`src/vda_pkg.sv`:
```
// Shared types and constants for the video degradation adapter.
// No dependencies; imported by vda_ctrl, vda_datapath and the core top level.
package vda_pkg;

    // Mode register codes
    localparam logic [1:0] MODE_DISABLED   = 2'd0;
    localparam logic [1:0] MODE_FRAMERATE  = 2'd1;  // keeps fps, degrades resolution
    localparam logic [1:0] MODE_RESOLUTION = 2'd2;  // keeps resolution, degrades fps
    localparam logic [1:0] MODE_BALANCED   = 2'd3;  // treated as framerate mode
    localparam int unsigned MODE_W = 2;
    localparam int unsigned NUM_MODES = 4;

    // Request codes
    localparam logic OP_DOWN        = 1'b0;
    localparam logic OP_UP          = 1'b1;
    localparam logic REASON_QUALITY = 1'b0;
    localparam logic REASON_CPU     = 1'b1;

    // Field widths
    localparam int unsigned PC_W    = 22;
    localparam int unsigned FPS_W   = 8;
    localparam int unsigned PIX_W   = 24;
    localparam int unsigned LFPS_W  = 10;
    localparam int unsigned STEPS_W = 8;

    // Limits and steps
    localparam logic [STEPS_W-1:0] MAX_RES_DOWNGRADES = 8'd2;
    localparam logic [STEPS_W-1:0] MAX_FPS_DOWNGRADES = 8'd4;
    localparam logic [STEPS_W-1:0] STEPS_FULL         = 8'd255;
    localparam logic [PC_W-1:0]    MIN_PIXELS         = 22'd57600;
    localparam logic [FPS_W-1:0]   MIN_FPS            = 8'd2;
    localparam logic [PIX_W-1:0]   PIX_UNLIM          = 24'hFF_FFFF;
    localparam logic [LFPS_W-1:0]  FPS_UNLIM          = 10'd1023;

    // Reciprocal multipliers: x*K >> shift is exact over the full input range
    localparam int unsigned   RECIP_SHIFT = 26;
    localparam logic [25:0]   K_PIX_3_5   = 26'd40265319;   // 3 * ceil(2^26/5)
    localparam logic [26:0]   K_PIX_5_3   = 27'd111848110;  // 5 * ceil(2^26/3)
    localparam int unsigned   FPS_SHIFT   = 10;
    localparam logic [9:0]    K_FPS_2_3   = 10'd684;        // 2 * ceil(2^10/3)

    typedef enum logic [0:0] {
        S_IDLE,
        S_APPLY
    } t_state;

    typedef struct packed {
        logic load;   // latch the request and its products
        logic apply;  // update state and load the result register
    } t_dp_cmd;

    typedef struct packed {
        logic [STEPS_W-1:0] quality;
        logic [STEPS_W-1:0] cpu;
    } t_step_pair;

endpackage

```
`src/video_degradation_adapter_core.sv`:
```
// Video degradation adapter: top level joining controller and datapath.
// Depends on vda_pkg, vda_ctrl and vda_datapath.
//
// Usage:
//   Request channel (i_in_valid / o_in_ready) carries one adapt-down or
//   adapt-up request per beat with its reason, frame pixel count and fps.
//   Result channel (o_out_valid / i_out_ready) returns exactly one beat per
//   request: acted flag, mode-masked pixel/target/fps limits, step counts.
//   The mode register is written through i_cfg_we / i_cfg_wdata; the user
//   must write it only while idle, as the block does not enforce it.
// Timing:
//   A request is taken in the cycle it is offered while the block is idle;
//   its scaling products are registered on the accepting edge, then the state
//   is updated and the result register loaded once the output is free, and
//   only then is the next request taken. A result waiting at the output does
//   not block acceptance; the block holds in its update state only if the
//   previous result is still unclaimed when the next one is ready.
// Reset: synchronous, active low; counters cleared, limits unlimited,
//   mode disabled, no result pending.
module video_degradation_adapter_core (
    input  logic                         i_clk,
    input  logic                         i_rst_n,
    input  logic                         i_cfg_we,
    input  logic [vda_pkg::MODE_W-1:0]   i_cfg_wdata,
    input  logic                         i_in_valid,
    output logic                         o_in_ready,
    input  logic                         i_operation,
    input  logic                         i_reason,
    input  logic [vda_pkg::PC_W-1:0]     i_pixel_count,
    input  logic [vda_pkg::FPS_W-1:0]    i_framerate_fps,
    output logic                         o_out_valid,
    input  logic                         i_out_ready,
    output logic                         o_acted,
    output logic [vda_pkg::PIX_W-1:0]    o_max_pixels,
    output logic [vda_pkg::PIX_W-1:0]    o_target_pixels,
    output logic                         o_target_valid,
    output logic [vda_pkg::LFPS_W-1:0]   o_max_fps,
    output logic [vda_pkg::STEPS_W-1:0]  o_quality_steps,
    output logic [vda_pkg::STEPS_W-1:0]  o_cpu_steps
);
    import vda_pkg::*;

    t_dp_cmd cmd;

    vda_ctrl u_ctrl (
        .i_clk       (i_clk),
        .i_rst_n     (i_rst_n),
        .i_in_valid  (i_in_valid),
        .o_in_ready  (o_in_ready),
        .o_out_valid (o_out_valid),
        .i_out_ready (i_out_ready),
        .o_cmd       (cmd)
    );

    vda_datapath u_dp (
        .i_clk           (i_clk),
        .i_rst_n         (i_rst_n),
        .i_cmd           (cmd),
        .i_cfg_we        (i_cfg_we),
        .i_cfg_wdata     (i_cfg_wdata),
        .i_operation     (i_operation),
        .i_reason        (i_reason),
        .i_pixel_count   (i_pixel_count),
        .i_framerate_fps (i_framerate_fps),
        .o_acted         (o_acted),
        .o_max_pixels    (o_max_pixels),
        .o_target_pixels (o_target_pixels),
        .o_target_valid  (o_target_valid),
        .o_max_fps       (o_max_fps),
        .o_quality_steps (o_quality_steps),
        .o_cpu_steps     (o_cpu_steps)
    );

    // one request in flight at a time
    a_one_in_flight: assert property (@(posedge i_clk) disable iff (!i_rst_n)
        i_in_valid && o_in_ready |=> !o_in_ready)
        else $error("request taken while previous one still in update");

    // with the output free, a taken request is latched, then applied into the result register
    a_result_latency: assert property (@(posedge i_clk) disable iff (!i_rst_n)
        i_in_valid && o_in_ready && (!o_out_valid || i_out_ready) |=> ##1 o_out_valid)
        else $error("result beat missing after request");

    // a target is only reported in resolution-degrading modes, where fps is open
    a_target_mode: assert property (@(posedge i_clk) disable iff (!i_rst_n)
        o_out_valid && o_target_valid |-> o_max_fps == FPS_UNLIM)
        else $error("target reported together with an fps cap");

endmodule

```
`src/vda_ctrl.sv`:
```
// Controller for the video degradation adapter: two-state sequencer and
// result valid flag. Depends on vda_pkg.
module vda_ctrl (
    input  logic             i_clk,
    input  logic             i_rst_n,
    input  logic             i_in_valid,
    output logic             o_in_ready,
    output logic             o_out_valid,
    input  logic             i_out_ready,
    output vda_pkg::t_dp_cmd o_cmd
);
    import vda_pkg::*;

    t_state r_state;
    t_state n_state;
    logic   r_out_valid;
    logic   n_out_valid;
    logic   out_free;

    assign out_free = !r_out_valid || i_out_ready;

    always_comb begin
        n_state = r_state;
        case (r_state)
            S_IDLE: begin
                if (i_in_valid) begin
                    n_state = S_APPLY;
                end
            end
            S_APPLY: begin
                if (out_free) begin
                    n_state = S_IDLE;
                end
            end
            default: n_state = S_IDLE;
        endcase
    end

    always_comb begin
        o_in_ready  = 1'b0;
        o_cmd.load  = 1'b0;
        o_cmd.apply = 1'b0;
        case (r_state)
            S_IDLE: begin
                o_in_ready = 1'b1;
                o_cmd.load = i_in_valid;
            end
            S_APPLY: begin
                o_cmd.apply = out_free;
            end
            default: begin
                o_in_ready = 1'b0;
            end
        endcase
    end

    always_comb begin
        if (o_cmd.apply) begin
            n_out_valid = 1'b1;
        end else if (i_out_ready) begin
            n_out_valid = 1'b0;
        end else begin
            n_out_valid = r_out_valid;
        end
    end

    always_ff @(posedge i_clk) begin
        if (!i_rst_n) begin
            r_state     <= S_IDLE;
            r_out_valid <= 1'b0;
        end else begin
            r_state     <= n_state;
            r_out_valid <= n_out_valid;
        end
    end

    assign o_out_valid = r_out_valid;

endmodule

```
`src/vda_datapath.sv`:
```
// Datapath for the video degradation adapter: request latch, scaling
// products, step counters, sink limits and result register. Depends on vda_pkg.
module vda_datapath (
    input  logic                         i_clk,
    input  logic                         i_rst_n,
    input  vda_pkg::t_dp_cmd             i_cmd,
    input  logic                         i_cfg_we,
    input  logic [vda_pkg::MODE_W-1:0]   i_cfg_wdata,
    input  logic                         i_operation,
    input  logic                         i_reason,
    input  logic [vda_pkg::PC_W-1:0]     i_pixel_count,
    input  logic [vda_pkg::FPS_W-1:0]    i_framerate_fps,
    output logic                         o_acted,
    output logic [vda_pkg::PIX_W-1:0]    o_max_pixels,
    output logic [vda_pkg::PIX_W-1:0]    o_target_pixels,
    output logic                         o_target_valid,
    output logic [vda_pkg::LFPS_W-1:0]   o_max_fps,
    output logic [vda_pkg::STEPS_W-1:0]  o_quality_steps,
    output logic [vda_pkg::STEPS_W-1:0]  o_cpu_steps
);
    import vda_pkg::*;

    // Latched request and products
    logic              r_op;
    logic              r_reason;
    logic [PC_W-1:0]   r_pc;
    logic [FPS_W-1:0]  r_fps;
    logic [PC_W-1:0]   r_dn_px;    // pc*3/5
    logic [PC_W:0]     r_up_px;    // pc*5/3
    logic [FPS_W-1:0]  r_dn_fps;   // fps*2/3
    logic [FPS_W:0]    r_up_fps;   // fps*3/2

    logic [47:0]       prod_dn_px;
    logic [48:0]       prod_up_px;
    logic [17:0]       prod_dn_fps;
    logic [FPS_W+1:0]  fps_x3;

    // Adapter state
    logic [MODE_W-1:0] r_mode;
    logic [MODE_W-1:0] n_mode;
    t_step_pair        r_steps [NUM_MODES];
    t_step_pair        n_pair;
    logic              r_last_valid;
    logic              n_last_valid;
    logic              r_last_up;
    logic              n_last_up;
    logic [PC_W-1:0]   r_last_pc;
    logic [PC_W-1:0]   n_last_pc;
    logic [PIX_W-1:0]  r_limit_px;
    logic [PIX_W-1:0]  n_limit_px;
    logic [PIX_W-1:0]  r_goal_px;
    logic [PIX_W-1:0]  n_goal_px;
    logic              r_goal_set;
    logic              n_goal_set;
    logic [LFPS_W-1:0] r_limit_fps;
    logic [LFPS_W-1:0] n_limit_fps;

    // Result register
    logic              r_acted;
    logic [PIX_W-1:0]  r_max_px;
    logic [PIX_W-1:0]  r_tgt_px;
    logic              r_tgt_valid;
    logic [LFPS_W-1:0] r_max_fps;
    logic [STEPS_W-1:0] r_q_steps;
    logic [STEPS_W-1:0] r_c_steps;

    t_step_pair         cur;
    logic [STEPS_W-1:0] cnt;
    logic [STEPS_W-1:0] other;
    logic [STEPS_W-1:0] new_cnt;
    logic [STEPS_W-1:0] cap;
    logic               is_res;
    logic               prev_down;
    logic               ignore;
    logic               acted;
    logic               res_tv;
    logic [FPS_W-1:0]   fps_floor;

    assign prod_dn_px  = 48'(i_pixel_count) * 48'(K_PIX_3_5);
    assign prod_up_px  = 49'(i_pixel_count) * 49'(K_PIX_5_3);
    assign prod_dn_fps = 18'(i_framerate_fps) * 18'(K_FPS_2_3);
    assign fps_x3      = {2'b00, i_framerate_fps} + {1'b0, i_framerate_fps, 1'b0};

    always_ff @(posedge i_clk) begin
        if (i_cmd.load) begin
            r_op     <= i_operation;
            r_reason <= i_reason;
            r_pc     <= i_pixel_count;
            r_fps    <= i_framerate_fps;
            r_dn_px  <= prod_dn_px[RECIP_SHIFT+PC_W-1:RECIP_SHIFT];
            r_up_px  <= prod_up_px[RECIP_SHIFT+PC_W:RECIP_SHIFT];
            r_dn_fps <= prod_dn_fps[FPS_SHIFT+FPS_W-1:FPS_SHIFT];
            r_up_fps <= fps_x3[FPS_W+1:1];
        end
    end

    always_comb begin
        cur       = r_steps[r_mode];
        cnt       = (r_reason == REASON_CPU) ? cur.cpu : cur.quality;
        other     = (r_reason == REASON_CPU) ? cur.quality : cur.cpu;
        is_res    = (r_mode == MODE_FRAMERATE) || (r_mode == MODE_BALANCED);
        prev_down = r_last_valid && !r_last_up;
        cap       = is_res ? MAX_RES_DOWNGRADES : MAX_FPS_DOWNGRADES;
        fps_floor = (r_dn_fps < MIN_FPS) ? MIN_FPS : r_dn_fps;

        n_mode       = r_mode;
        n_last_valid = r_last_valid;
        n_last_up    = r_last_up;
        n_last_pc    = r_last_pc;
        n_limit_px   = r_limit_px;
        n_goal_px    = r_goal_px;
        n_goal_set   = r_goal_set;
        n_limit_fps  = r_limit_fps;
        new_cnt      = cnt;
        ignore       = 1'b1;
        acted        = 1'b0;

        if (i_cfg_we) begin
            n_mode = i_cfg_wdata;
            if (i_cfg_wdata != r_mode) begin
                n_last_valid = 1'b0;
            end
        end

        if (i_cmd.apply) begin
            if (r_op == OP_DOWN) begin
                if (r_mode == MODE_DISABLED) begin
                    ignore = 1'b1;
                end else if (is_res) begin
                    ignore = prev_down && (r_pc >= r_last_pc);
                end else begin
                    ignore = (r_fps == '0) || (prev_down && (r_fps < MIN_FPS));
                end
                if (!ignore) begin
                    n_last_valid = 1'b1;
                    n_last_up    = 1'b0;
                    n_last_pc    = r_pc;
                end
                // cpu downgrades at the cap still count as the last request
                acted = !ignore && !((r_reason == REASON_CPU) && (cnt >= cap));
                if (acted) begin
                    if (cnt != STEPS_FULL) begin
                        new_cnt = cnt + STEPS_W'(1);
                    end
                    if (is_res) begin
                        if (r_dn_px >= MIN_PIXELS) begin
                            n_limit_px = {2'b00, r_dn_px};
                            n_goal_set = 1'b0;
                            n_goal_px  = '0;
                        end
                    end else begin
                        n_limit_fps = {2'b00, fps_floor};
                    end
                end
            end else begin
                ignore = (cnt == '0) || (r_mode == MODE_DISABLED) ||
                         (is_res && r_last_valid && r_last_up && (r_pc <= r_last_pc));
                acted  = !ignore;
                if (acted) begin
                    n_last_valid = 1'b1;
                    n_last_up    = 1'b1;
                    n_last_pc    = r_pc;
                    new_cnt      = cnt - STEPS_W'(1);
                    // both counters of the mode back at zero lifts its limits
                    if (is_res) begin
                        if ((new_cnt == '0) && (other == '0)) begin
                            n_goal_set = 1'b0;
                            n_goal_px  = '0;
                            n_limit_px = PIX_UNLIM;
                        end else begin
                            n_goal_set = 1'b1;
                            n_goal_px  = {1'b0, r_up_px};
                            n_limit_px = {r_pc, 2'b00};
                        end
                    end else begin
                        if ((new_cnt == '0) && (other == '0)) begin
                            n_limit_fps = FPS_UNLIM;
                        end else begin
                            n_limit_fps = {1'b0, r_up_fps};
                        end
                    end
                end
            end
        end

        n_pair = cur;
        if (r_reason == REASON_CPU) begin
            n_pair.cpu = new_cnt;
        end else begin
            n_pair.quality = new_cnt;
        end
        res_tv = is_res && n_goal_set;
    end

    always_ff @(posedge i_clk) begin
        if (!i_rst_n) begin
            r_mode       <= MODE_DISABLED;
            r_last_valid <= 1'b0;
            r_last_up    <= 1'b0;
            r_last_pc    <= '0;
            r_limit_px   <= PIX_UNLIM;
            r_goal_px    <= '0;
            r_goal_set   <= 1'b0;
            r_limit_fps  <= FPS_UNLIM;
            for (int i = 0; i < NUM_MODES; i++) begin
                r_steps[i] <= '0;
            end
        end else begin
            r_mode       <= n_mode;
            r_last_valid <= n_last_valid;
            r_last_up    <= n_last_up;
            r_last_pc    <= n_last_pc;
            r_limit_px   <= n_limit_px;
            r_goal_px    <= n_goal_px;
            r_goal_set   <= n_goal_set;
            r_limit_fps  <= n_limit_fps;
            if (i_cmd.apply) begin
                r_steps[r_mode] <= n_pair;
            end
        end
    end

    // Result beat, masked by the current mode
    always_ff @(posedge i_clk) begin
        if (i_cmd.apply) begin
            r_acted     <= acted;
            r_max_px    <= is_res ? n_limit_px : PIX_UNLIM;
            r_tgt_valid <= res_tv;
            r_tgt_px    <= res_tv ? n_goal_px : '0;
            r_max_fps   <= (r_mode == MODE_RESOLUTION) ? n_limit_fps : FPS_UNLIM;
            r_q_steps   <= n_pair.quality;
            r_c_steps   <= n_pair.cpu;
        end
    end

    assign o_acted         = r_acted;
    assign o_max_pixels    = r_max_px;
    assign o_target_pixels = r_tgt_px;
    assign o_target_valid  = r_tgt_valid;
    assign o_max_fps       = r_max_fps;
    assign o_quality_steps = r_q_steps;
    assign o_cpu_steps     = r_c_steps;

endmodule
```
`config.mk`:
```
export PLATFORM = sky130hd
export DESIGN_NAME = video_degradation_adapter_core
export DESIGN_NICKNAME = d
export VERILOG_FILES = /design/src/vda_pkg.sv /design/src/video_degradation_adapter_core.sv /design/src/vda_ctrl.sv /design/src/vda_datapath.sv
export SDC_FILE = /design/constraint.sdc
export NUM_CORES = 1
export LEC_CHECK = 0
export ABC_AREA = 1
export ABC_CLOCK_PERIOD_IN_PS = 17050
export BUFFER_PORTS_ARGS = -buffer_cell sky130_fd_sc_hd__buf_2
export CELL_PAD_IN_SITES_DETAIL_PLACEMENT = 1
export CELL_PAD_IN_SITES_GLOBAL_PLACEMENT = 2
export CORE_UTILIZATION = 43
export DETAILED_ROUTE_END_ITERATION = 10
export HOLD_SLACK_MARGIN = 0.02
export PLACE_DENSITY = 0.86
export REMOVE_ABC_BUFFERS = 1
export SYNTH_ARGS = -nofsm -noshare
export SYNTH_HDL_FRONTEND = slang
export SYNTH_SLANG_ARGS = --single-unit
```
`constraint.sdc`:
```
create_clock -name i_clk -period 17.05 [get_ports i_clk]
set_clock_uncertainty 0.15 [all_clocks]
set_input_delay 3.41 -clock i_clk [delete_from_list [all_inputs] [get_ports i_clk]]
set_output_delay 3.41 -clock i_clk [all_outputs]
set_load 0.01 [all_outputs]
```
Yosys cells after proc, flatten, opt, wreduce, memory -nomap -nowiden --
Memories as Yosys holds them, arrays and structs flattened. A register that Yosys moved wholly into a read port is not among the register bits. Cells that the tools add are included.
Storage, ports and cells: bits in latches 0, flip-flop bits (word level) 257, memory bits (read-only) 0, output and inout port bits 78, RAM bits 64, memories kept 1, bits of input ports 39, word-level logic and storage cells 150
Operators by class: $lt $le $gt $ge 6, eq/ne operators 7, bitwise operators 1, shifts and indexed selects 0, div/mod/pow operators 0, multipliers 3, reduce and logical (&&, ||, !) cells 28, add/subtract/negate cells 3, multiplexer cells 76
Memories:
- u_dp.r_steps | words 4, bits a word 16, read ports 1, clocked after memory_dff 1, write ports 4, line vda_datapath.sv:41 | t_step_pair r_steps [NUM_MODES];
Operators by type and width (count):
- $mux W24 | 15
- $mul A22 B26 Y48 const B | 2
- $mux W8 | 10
- $mux W10 | 7
- $mux W22 | 3
- $mux W1 | 34
- $logic_not A8 Y1 | 4
- $mux W23 | 1
- $ge A22 B16 Y1 const B | 1
- $ge A22 B22 Y1 | 1
- $le A22 B22 Y1 | 1
- $lt A8 B2 Y1 const B | 2
- $mul A8 B8 Y16 const B | 1
- $mux W16 | 1
- $reduce_or A16 Y1 | 1
- $add A8 B9 Y10 | 1
- $logic_and A1 B1 Y1 | 10
- $add A8 B1 Y8 const B | 1
- $ge A8 B8 Y1 | 1
- $ne A8 B8 Y1 const B | 1
- $sub A8 B1 Y8 const B | 1
- $mux W2 | 3
- $logic_not A1 Y1 | 5
- $logic_or A1 B1 Y1 | 5
- other kinds (11) | 12

Longest topological paths before layout --
Gate-level depths: netlist (run 1).
depth in word-level cells 15, depth in mapped cells 28, mapped depth without buffers 28

Hierarchy --
A second synthesis (run 1) with hierarchy kept.
Second synthesis, totals: cell total of the unflattened synthesis 3880, area total of the unflattened synthesis 33460.8 um^2
Modules (own cells, without submodules):
- vda_datapath | cells each 3868, area each 33369.5 um^2, seq. area each 8768.4 um^2, times used 1
- vda_ctrl | cells each 12, area each 91.3 um^2, seq. area each 40.0 um^2, times used 1

Worst setup path after synthesis (run 1) --
OpenSTA, ideal clock, no wires.
kind input-to-reg, start input port i_pixel_count[16] (netlist bit), end register u_dp.r_up_px[17] (data pin), arrival 8706 ps, setup time 265 ps, path buffers 0, stages on the path 22, setup slack 7929 ps, data required time 16635 ps, cell sequence ha_1 > fa_1 > inv_1 > fa_1 > inv_1 > fa_1 > fa_1 > fa_1 > inv_1 > fa_1 > inv_1 > ha_1 > nand2_1 > nor2_1 > inv_1 > nor3_1 > nand3_1 > or2_2 > nand2_1 > a21boi_0 > o21ai_0 > xor2_1
On the way: longest elaborated chain between the ends 1
RTL lines:
- from (decl) | line video_degradation_adapter_core.sv:29 | input logic [vda_pkg::PC_W-1:0] i_pixel_count,
- $mul A22 B26 Y48 | line vda_datapath.sv:80 | assign prod_up_px = 49'(i_pixel_count) * 49'(K_PIX_5_3);
- named net u_dp.prod_up_px[43] | line vda_datapath.sv:34 | logic [48:0] prod_up_px;
- to (signal assigned) | line vda_datapath.sv:91 | r_up_px <= prod_up_px[RECIP_SHIFT+PC_W:RECIP_SHIFT];
- to (decl) | line vda_datapath.sv:29 | logic [PC_W:0] r_up_px;
The timed path passes the listed nets, and every way through them passes these cells. A chain may end at the register's enable or synchronous reset.

Worst setup path after layout (run 1) --
start input port i_pixel_count[18] (netlist bit), end register u_dp.r_up_px[22] (data pin)
Same word-level chain as after synthesis.

==> results of run 1 <==
sequential cells by signal, indices dropped and copies added, names as in the netlist, 8 cells and up, named ones only:
| register | flops |
|---|---|
| u_dp.r_steps | 64 |
| u_dp.o_max_pixels | 24 |
| u_dp.o_target_pixels | 24 |
| u_dp.r_goal_px | 24 |
| u_dp.r_limit_px | 24 |
| u_dp.r_up_px | 23 |
| u_dp.r_dn_px | 22 |
| u_dp.r_last_pc | 22 |
| u_dp.r_pc | 22 |
| u_dp.o_max_fps | 10 |
| u_dp.r_limit_fps | 10 |
| u_dp.r_up_fps | 9 |
| u_dp.o_cpu_steps | 8 |
| u_dp.o_quality_steps | 8 |
| u_dp.r_dn_fps | 8 |
| u_dp.r_fps | 8 |
cell type report:
type                       count  area, sq um
fill                        9118        40040
multi-input combinational   2661        20920
sequential                   323         8811
inverter                     780         2934
tap                         1030         1289
clock buffer                  49         1055
timing repair buffer         133        708.2
clock inverter                25        314.1
critical path, stage by stage:
cell and delay [ps]:
buf_2 220, ha_1 350, fa_1 530, inv_1 110, fa_1 660, inv_1 100
fa_1 610, fa_1 450, fa_1 480, inv_1 50, fa_1 500, inv_1 50
ha_1 370, nand2_1 110, nor2_1 240, inv_1 140, nor2_1 130, inv_1 70
nor4_1 490, nand2_1 110, o211ai_1 320, xor2_1 130
synth_stat cells (3+ instances only):
cell,number
a211oi_1,4
a21boi_0,6
a21o_1,11
a21oi_1,248
a31oi_1,19
buf_1,8
buf_2,26
buf_4,4
buf_6,11
clkbuf_1,41
clkinv_1,4
dfxtp_1,89
edfxtp_1,234
fa_1,335
ha_1,429
inv_1,745
inv_2,31
nand2_1,797
nand2_2,13
nand2_4,4
nand3_1,249
nand3_2,6
nand4_1,16
nor2_1,209
nor2_4,3
nor3_1,16
nor4_1,9
o211ai_1,11
o21a_1,8
o21ai_0,155
o21ai_1,9
o21bai_1,6
o221ai_1,4
o31ai_1,5
or2_2,5
xnor2_1,17
xor2_1,51
metrics by stage:
stage | area [sq um] | cells | setup slack [ps] | hold WS (ps) | util [%]
finish | 36030 | 5001 | 7528 | 305.6 | 47.37
global route | 36030 | 5001 | 7355 | 321.9 | 47.37
CTS | 36030 | 5001 | 7627 | 303.7 | 47.37
detailed placement | 34660 | 4927 | 7046 | 292.3 | 45.57
global placement | 34660 | 4927 | 7162 | 290.7 | 45.57
floorplan | 32650 | 3764 | 7929 | 275.3 | -
how the worst min path moves through the flow:
stage / start / endpoint / slack (ps) / cells past startpoint
global route: u_dp.r_last_pc[0] / u_dp.r_last_pc[0] / 320 / 2
floorplan: u_dp.r_goal_px[23] / u_dp.r_goal_px[23] / 280 / 2
finish: u_dp.r_goal_px[23] / u_dp.r_goal_px[23] / 310 / 2
global placement: u_dp.r_last_pc[0] / u_dp.r_last_pc[0] / 290 / 2
detailed placement: u_dp.r_last_pc[0] / u_dp.r_last_pc[0] / 290 / 2
CTS: u_dp.r_last_pc[0] / u_dp.r_last_pc[0] / 300 / 2
routing by layer:
metal | wire length (um) | track usage [%] | up-vias
li1 | - | - | 12500
met1 | 43180 | 33.30 | 12870
met2 | 49070 | 45.92 | 511
met3 | 4329 | 3.128 | 142
met4 | 2515 | 6.782 | 10
met5 | 63 | 0 | -
kinds of logic after synthesis:
| family | after synthesis |
|---|---|
| DFF | 323 |
| buffers and inverters | 872 |
| xor gates and xnor gates | 68 |
| adders and majority gates | 764 |
| and+or+nand+nor | 1334 |
| AOI/OAI and AO/OA | 495 |
==> impl_metrics.toml, run 1 <==
[routing]
dr.pass1.iters = 5
vias_per_cell = 5.206
wl_mm = 99.16
first_iter_violations = 1181
vias = 26040
drtAntennaViolNets = 0
drc = 0
wl_per_cell_um = 19.83

[final_layout]
final_common_cell = "nand2_1"
diodes = 0
area_growth_pct = 8.774
layout_common_cells = "nand2_1, inv_1, ha_1"
drive_gt1_share_pct = 6.724
fin_nets = 4742

[die]
coreArea_sq_um = 76080
die_h_um = 279.6
ios = 117
start_util_pct = 43.54
rows = 101
die-area_sq_um = 78150
die_w_um = 279.6

[status]
outcome = "finished clean"

[critical_path]
worst-r2r-cell-count = 21
arrival_ps = 9650
cp.required_ps = 17180
crit_path_max_fanout = 8
crit_start = "i_pixel_count[18]"
reg2reg_to = "u_dp.o_target_pixels[22]"
ff2ff_setup_slack_ps = 12210
crit_end = "u_dp.r_up_px[22]"
startpoint_type = "primary input"
worst-setup-path-type = "primary input to register"
endpoint_kind = "register"

[grt]
grt_overflow = 0
grt_first_pass_wirelength_mm = 157.1
antenna_found_initial = 6
grt_usage_pct = 25.92
grt_max_degree = 80
grt_pass1_vias = 27870

[clock_tree]
cts_sinks = 323
clock_latency_ps = 580
cts_buffers = 40
clk_pin_slew_ps = 60
post-cts-setup-buffer-count = 0
cts_resized = 0
cts_buffer_depth = 3
h-tree-depth = 2
cts_root_buf = "clkbuf_16"
cts_hold_buf = 0
cts_tree = "done"

[synthesis]
synth_cell_types = 50
synthTopCellsByArea = "edfxtp_1, fa_1, ha_1, nand2_1, inv_1"
synth_xor_area_share_pct = 1.798
synth_fa_ha_area_share_pct = 36.45
yosysSeqAreaShare_pct = 26.59
synthArstFlopShare_pct = 0
netlist_instances = 3856
synth-simple-area-share_pct = 16.81
ys_seq_elements = 323
synth.top_cell.area_share_pct = 21.21
synth_edf_count = 234
yosysWarnings = 0
synth_ff_type = "edfxtp_1"
syn_area_per_cell_sq_um = 8.591
synthMuxAreaShare_pct = 0
yosys.area.top_type = "edfxtp_1"
synth-compound-area-share_pct = 8.075
synth_top_family_by_area = "adder cells"
syn_area_sq_um = 33130

[placement]
portBuffers = 116
dpl.hpwl_mm = 80.31
place.gp.congestion = 0.9342

[run]
drv_cap = 0

[sta]
fin_tns_setup_ps = 0
relSlewSlack_pct = 30.57
fin_crit_ps = 9522
max_freq_mhz = 105.0
period_share_pct = 55.85
slew_viol_final = 0
finalHoldViolCount = 0
setup_viol = 0
tightest_slew_ps = 1039
rsz0062_at_grt = "no"

[worst_hold_path]
hold_class = "register to register"
Power of run 1 is left out: the tool's default activity adds up to more than one toggle a clock period on the data nets, which glitch-free logic cannot reach.
==> inputs of run 2 (changes only) <==
- ABC_CLOCK_PERIOD_IN_PS: 17050 -> 9800
- CORE_UTILIZATION: 43 -> 40
- PLACE_DENSITY: 0.86 -> 0.81
- clock period: 17.05 -> 9.8 ns (I/O delays scaled with it)
==> run 2 against run 1 <==
Net effect: the run now ends with DRC left; design area rose by 0.19%; wire length fell by 0.40%; die area rose by 7.4%; global-route usage fell by 1.9 points; flip-flop and latch count did not move; hold slack got worse by 2.6 ps; utilization fell by 3.3 points; clock-buffer cell count rose by 6; critical path type unchanged; critical endpoint is now u_dp.r_up_px[17]; largest cell class unchanged; highest routed layer unchanged.
==> impl_metrics.toml, run 2 (synthesized netlist as in run 1, its figures left out) <==
[grt]
grt_max_degree = 91
grt_usage_pct = 23.99
antenna_found_initial = 7
grt_first_pass_wirelength_mm = 154.8
grt_pass1_vias = 27560
grt_overflow = 0

[routing]
wl_mm = 98.77
drc = 4
vias_per_cell = 5.124
dr.pass1.iters = 8
vias = 25870
wl_per_cell_um = 19.57
drtAntennaViolNets = 0
first_iter_violations = 1000

[sta]
setup_viol = 0
max_freq_mhz = 126.2
period_share_pct = 80.86
rsz0062_at_grt = "no"
finalHoldViolCount = 0
fin_crit_ps = 7925
relSlewSlack_pct = 29.74
slew_viol_final = 0
tightest_slew_ps = 1043
fin_tns_setup_ps = 0

[final_layout]
final_common_cell = "nand2_1"
largest_reg_flops = 64
layout_common_cells = "nand2_1, inv_1, ha_1"
num-fill-cells = 9814
instances_no_fill = 5048
fin_nets = 4746
area_growth_pct = 8.986
utilization_pct = 44.04
top_register = "u_dp.r_steps"
drive_gt1_share_pct = 6.715

[placement]
dp_cells = 4969
dpl.hpwl_mm = 80.01
place.gp.congestion = 0.9125
portBuffers = 116

[clock_tree]
cts_sinks = 323
cts_resized = 0
clk_pin_slew_ps = 50
clock_latency_ps = 580
cts_buffers = 42
h-tree-depth = 2
post-cts-setup-buffer-count = 0
cts_tree = "done"
cts_root_buf = "clkbuf_16"
cts_hold_buf = 0
cts_buffer_depth = 3

[die]
start_util_pct = 40.41
die_h_um = 289.8
rows = 105
ios = 117
die_w_um = 289.8
die-area_sq_um = 83970
coreArea_sq_um = 81980

[critical_path]
crit_path_max_fanout = 8
cp.required_ps = 9930
crit_chain = "buf_2 > ha_1 > fa_1 > inv_1 > fa_1 > inv_1 > fa_1 > fa_1 > fa_1 > inv_1 > fa_1 > inv_1 > ha_1 > nand2_1 > nor2_1 > inv_1 > nor3_1 > nand3_1 > or2_2 > nand2_1 > a21boi_0 > o21ai_0 > xor2_1"
startpoint_type = "primary input"
slowest_delay_ps = 650
arrival_ps = 8050
worst-r2r-cell-count = 21
endpoint_kind = "register"
ff2ff_setup_slack_ps = 4970
crit_top_cell = "fa_1"
reg2reg_to = "u_dp.o_target_pixels[22]"
crit_slowest_cell = "fa_1"
worst-setup-path-type = "primary input to register"
cp_num_buf_inv = 6
critPathTopFamily = "adder cells"

[worst_hold_path]
holdPathEnd = "u_dp.r_goal_px[23]"
hold_class = "register to register"
hold_path_startpoint = "u_dp.r_goal_px[23]"
holdPathStages = 2

[status]
violations = "DRC"
outcome = "complete, but fails checks"

[run]
drv_cap = 0
run 2: through the flow:
| step | hold slack (ps) | instance area, sq um | worst slack, ps |
|---|---|---|---|
| 2_1_floorplan | 275.3 | 32650 | 2129 |
| 6_report | 303.1 | 36100 | 1875 |
| 3_3_place_gp | 291.8 | 34730 | 1393 |
| 5_1_grt | 327.4 | 36100 | 1496 |
| 4_1_cts | 301.8 | 36100 | 1878 |
| 3_5_place_dp | 292.4 | 34730 | 1305 |
run 2: worst min-delay path, cell delays in order (launching register included):
cell and delay (ps):
dfxtp_1 290, nand2_1 70, nor2_1 40
run 2: routing by layer:
metal / vias up / GRT usage [%] / share of wire (%)
li1: 12530 / - / -
met1: 12780 / 31.18 / 45
met2: 400 / 41.40 / 48
met3: 148 / 3.454 / 4.1
met4: 8 / 6.754 / 2.8
met5: - / 0 / 0.057
run 2: how the worst max path moves through the flow:
stage | start | endpoint | slack [ps] | depth (start not counted)
final | i_pixel_count[18] | u_dp.r_up_px[17] | 1880 | 23
after global routing | i_pixel_count[20] | u_dp.r_dn_px[13] | 1500 | 24
after CTS | i_pixel_count[18] | u_dp.r_up_px[17] | 1880 | 23
after detailed placement | i_pixel_count[18] | u_dp.r_up_px[17] | 1300 | 23
after global placement | i_pixel_count[18] | u_dp.r_up_px[14] | 1390 | 22
after floorplan | i_pixel_count[16] | u_dp.r_up_px[17] | 2130 | 22
run 2: layout make-up:
type	count	area, sq um	area share, %
repair buffers	135	723.2	2.003
multi-input cells	2661	20920	57.95
flip-flops and latches	323	8810	24.40
clock inverters	22	229.0	0.6342
clock buffers	55	1141	3.161
inverters	780	2934	8.127
well taps	1070	1339	3.708
diodes	2	5.005	0.01386
Power of run 2 is left out for the same reason.
==> inputs of run 3 (changes only) <==
- ABC_AREA: 1 -> 0
- ABC_CLOCK_PERIOD_IN_PS: 9800 -> 7800
- CORE_UTILIZATION: 40 -> 43
- clock period: 9.8 -> 7.8 ns (I/O delays scaled with it)
==> run 3 against run 2 <==
Net effect: the flow now finishes without violations; critical path type unchanged; worst setup slack worse by 1600 ps; hold slack better by 4.9 ps; die area down 14%; synthesized cell count down 25%.
==> impl_metrics.toml, run 3 <==
[grt]
grt_usage_pct = 25.14
antenna_found_initial = 10
grt_pass1_vias = 25050
grt_max_degree = 72
grt_overflow = 0
grt_first_pass_wirelength_mm = 138.0

[final_layout]
layout_common_cells = "inv_1, ha_1, fa_1"
utilization_pct = 50.20
final_common_cell = "inv_1"
instances_no_fill = 4193
drive_gt1_share_pct = 16.24
top_register = "u_dp.r_steps"
largest_reg_flops = 64
area_growth_pct = 15.08
fin_nets = 4025

[synthesis]
synthTopCellsByArea = "edfxtp_1, fa_1, ha_1, inv_1, dfxtp_1"
yosysWarnings = 0
ys_seq_elements = 323
synth_cell_types = 94
syn_area_per_cell_sq_um = 10.66
synthArstFlopShare_pct = 0
synth_edf_count = 234
synth_most_common_cell = "inv_1"
syn_area_sq_um = 30660
netlist_instances = 2876
yosysSeqAreaShare_pct = 28.73
synth_ff_type = "edfxtp_1"
synth.top_cell.area_share_pct = 22.92
synthTopCellsByCount = "inv_1, ha_1, fa_1, edfxtp_1, nand2_1"
yosys.area.top_type = "edfxtp_1"

[routing]
wl_per_cell_um = 21.14
drc = 0
drtAntennaViolNets = 0
vias_per_cell = 5.289
dr.pass1.iters = 5
vias = 22180
wl_mm = 88.63
first_iter_violations = 814

[clock_tree]
cts_buffers = 38
clk_pin_slew_ps = 60
clock_latency_ps = 560
h-tree-depth = 2
cts_tree = "done"
cts_buffer_depth = 3
cts_root_buf = "clkbuf_16"
cts_sinks = 323

[critical_path]
critPathTopFamily = "adder cells"
endpoint_kind = "register"
worst-setup-path-type = "primary input to register"
startpoint_type = "primary input"
worst-r2r-cell-count = 16
crit_path_max_fanout = 4
cp_num_buf_inv = 4
crit_chain = "buf_2 > fa_1 > inv_1 > fa_1 > fa_1 > fa_1 > fa_1 > fa_1 > fa_1 > inv_1 > ha_1 > nand3_1 > buf_4 > nor3_1 > o21ai_0 > a31oi_1 > a41o_1 > a211oi_2 > nor2_1 > or2_2 > a21oi_2 > xnor2_1"
slowest_delay_ps = 580
cp.required_ps = 7920
crit_slowest_cell = "fa_1"
crit_top_cell = "fa_1"
worstSetupPathDepth = 22
arrival_ps = 7690

[sta]
max_freq_mhz = 132.1
rsz0062_at_grt = "no"
slew_viol_final = 0
tightest_slew_ps = 1150
setup_viol = 0
fin_crit_ps = 7568
relSlewSlack_pct = 23.33
finalHoldViolCount = 0
fin_ws_ps = 231.8
period_share_pct = 97.03
hold_slack_ps = 307.9

[die]
die_w_um = 269.0
die-area_sq_um = 72360
ios = 117
rows = 97
die_h_um = 269.0
start_util_pct = 43.62
coreArea_sq_um = 70270

[placement]
place.gp.congestion = 0.9228
dp_cells = 4122
portBuffers = 116
place_ws_ps = -455.0
dpl.hpwl_mm = 74.20

[status]
outcome = "finished clean"

[run]
drv_cap = 0

[worst_hold_path]
holdPathStages = 2
hold_class = "register to register"
==> run 3: area by class of cell <==
class                           instances  area (sq um)
Clock inverter                         18         172.7
Multi-Input combinational cell       1886         19290
Tap cell                              940          1176
Fill cell                            7738         34990
Antenna cell                            2         5.005
Clock buffer                           51          1031
Sequential cell                       323          8811
Timing Repair Buffer                  380          2565
Inverter                              593          2228
==> run 3: layer usage <==
metal	vias to the layer above	wire length (um)	global-route usage [%]
met2	345	45630	45.85
met5	-	73	0
met3	150	3231	3.945
met1	11350	36640	29.74
li1	10320	-	-
met4	12	3062	8.876
==> run 3: worst paths after layout <==
kind | startpoint | end | slack (ps)
worst max register to register | register | u_dp.o_target_pixels[1] | 2590
worst max-delay path | i_pixel_count[19] | u_dp.r_up_px[13] | 230
worst min register to register | u_dp.r_last_pc[14] | u_dp.r_last_pc[14] | 310
worst min-delay path | u_dp.r_last_pc[14] | u_dp.r_last_pc[14] | 310
==> run 3: what timing repair did <==
item                       in CTS  in global routing
setup buffers                   0                  0
setup endpoints to repair       0                 20
resized for setup               0                 18
hold buffers                    0                  0
==> run 3: logic make-up (layout without fill, tap and decap cells) <==
kind of cell	Yosys count	after routing	synth area share, %
xor+xnor	61	61	1.743
other cells	0	2	0
fa+ha+maj	764	764	39.39
simple gates	576	576	8.645
buf+inv	667	1042	8.575
flops	323	323	28.73
mux	49	49	3.094
compound gates	436	436	9.824
==> run 3: worst min-delay path: stages, from the launching register on <==
cell and delay (ps):
dfxtp_1 310, nand2_1 50, o21ai_0 60
==> run 3: per-stage QoR <==
stage / TNS [ps] / instance area (sq um)
after global routing: 0 / 35270
final: 0 / 35280
after floorplan: 0 / 30250
after CTS: 0 / 35210
after global placement: -3908 / 34010
after detailed placement: -8086 / 34010
Power of run 3 is left out for the same reason.
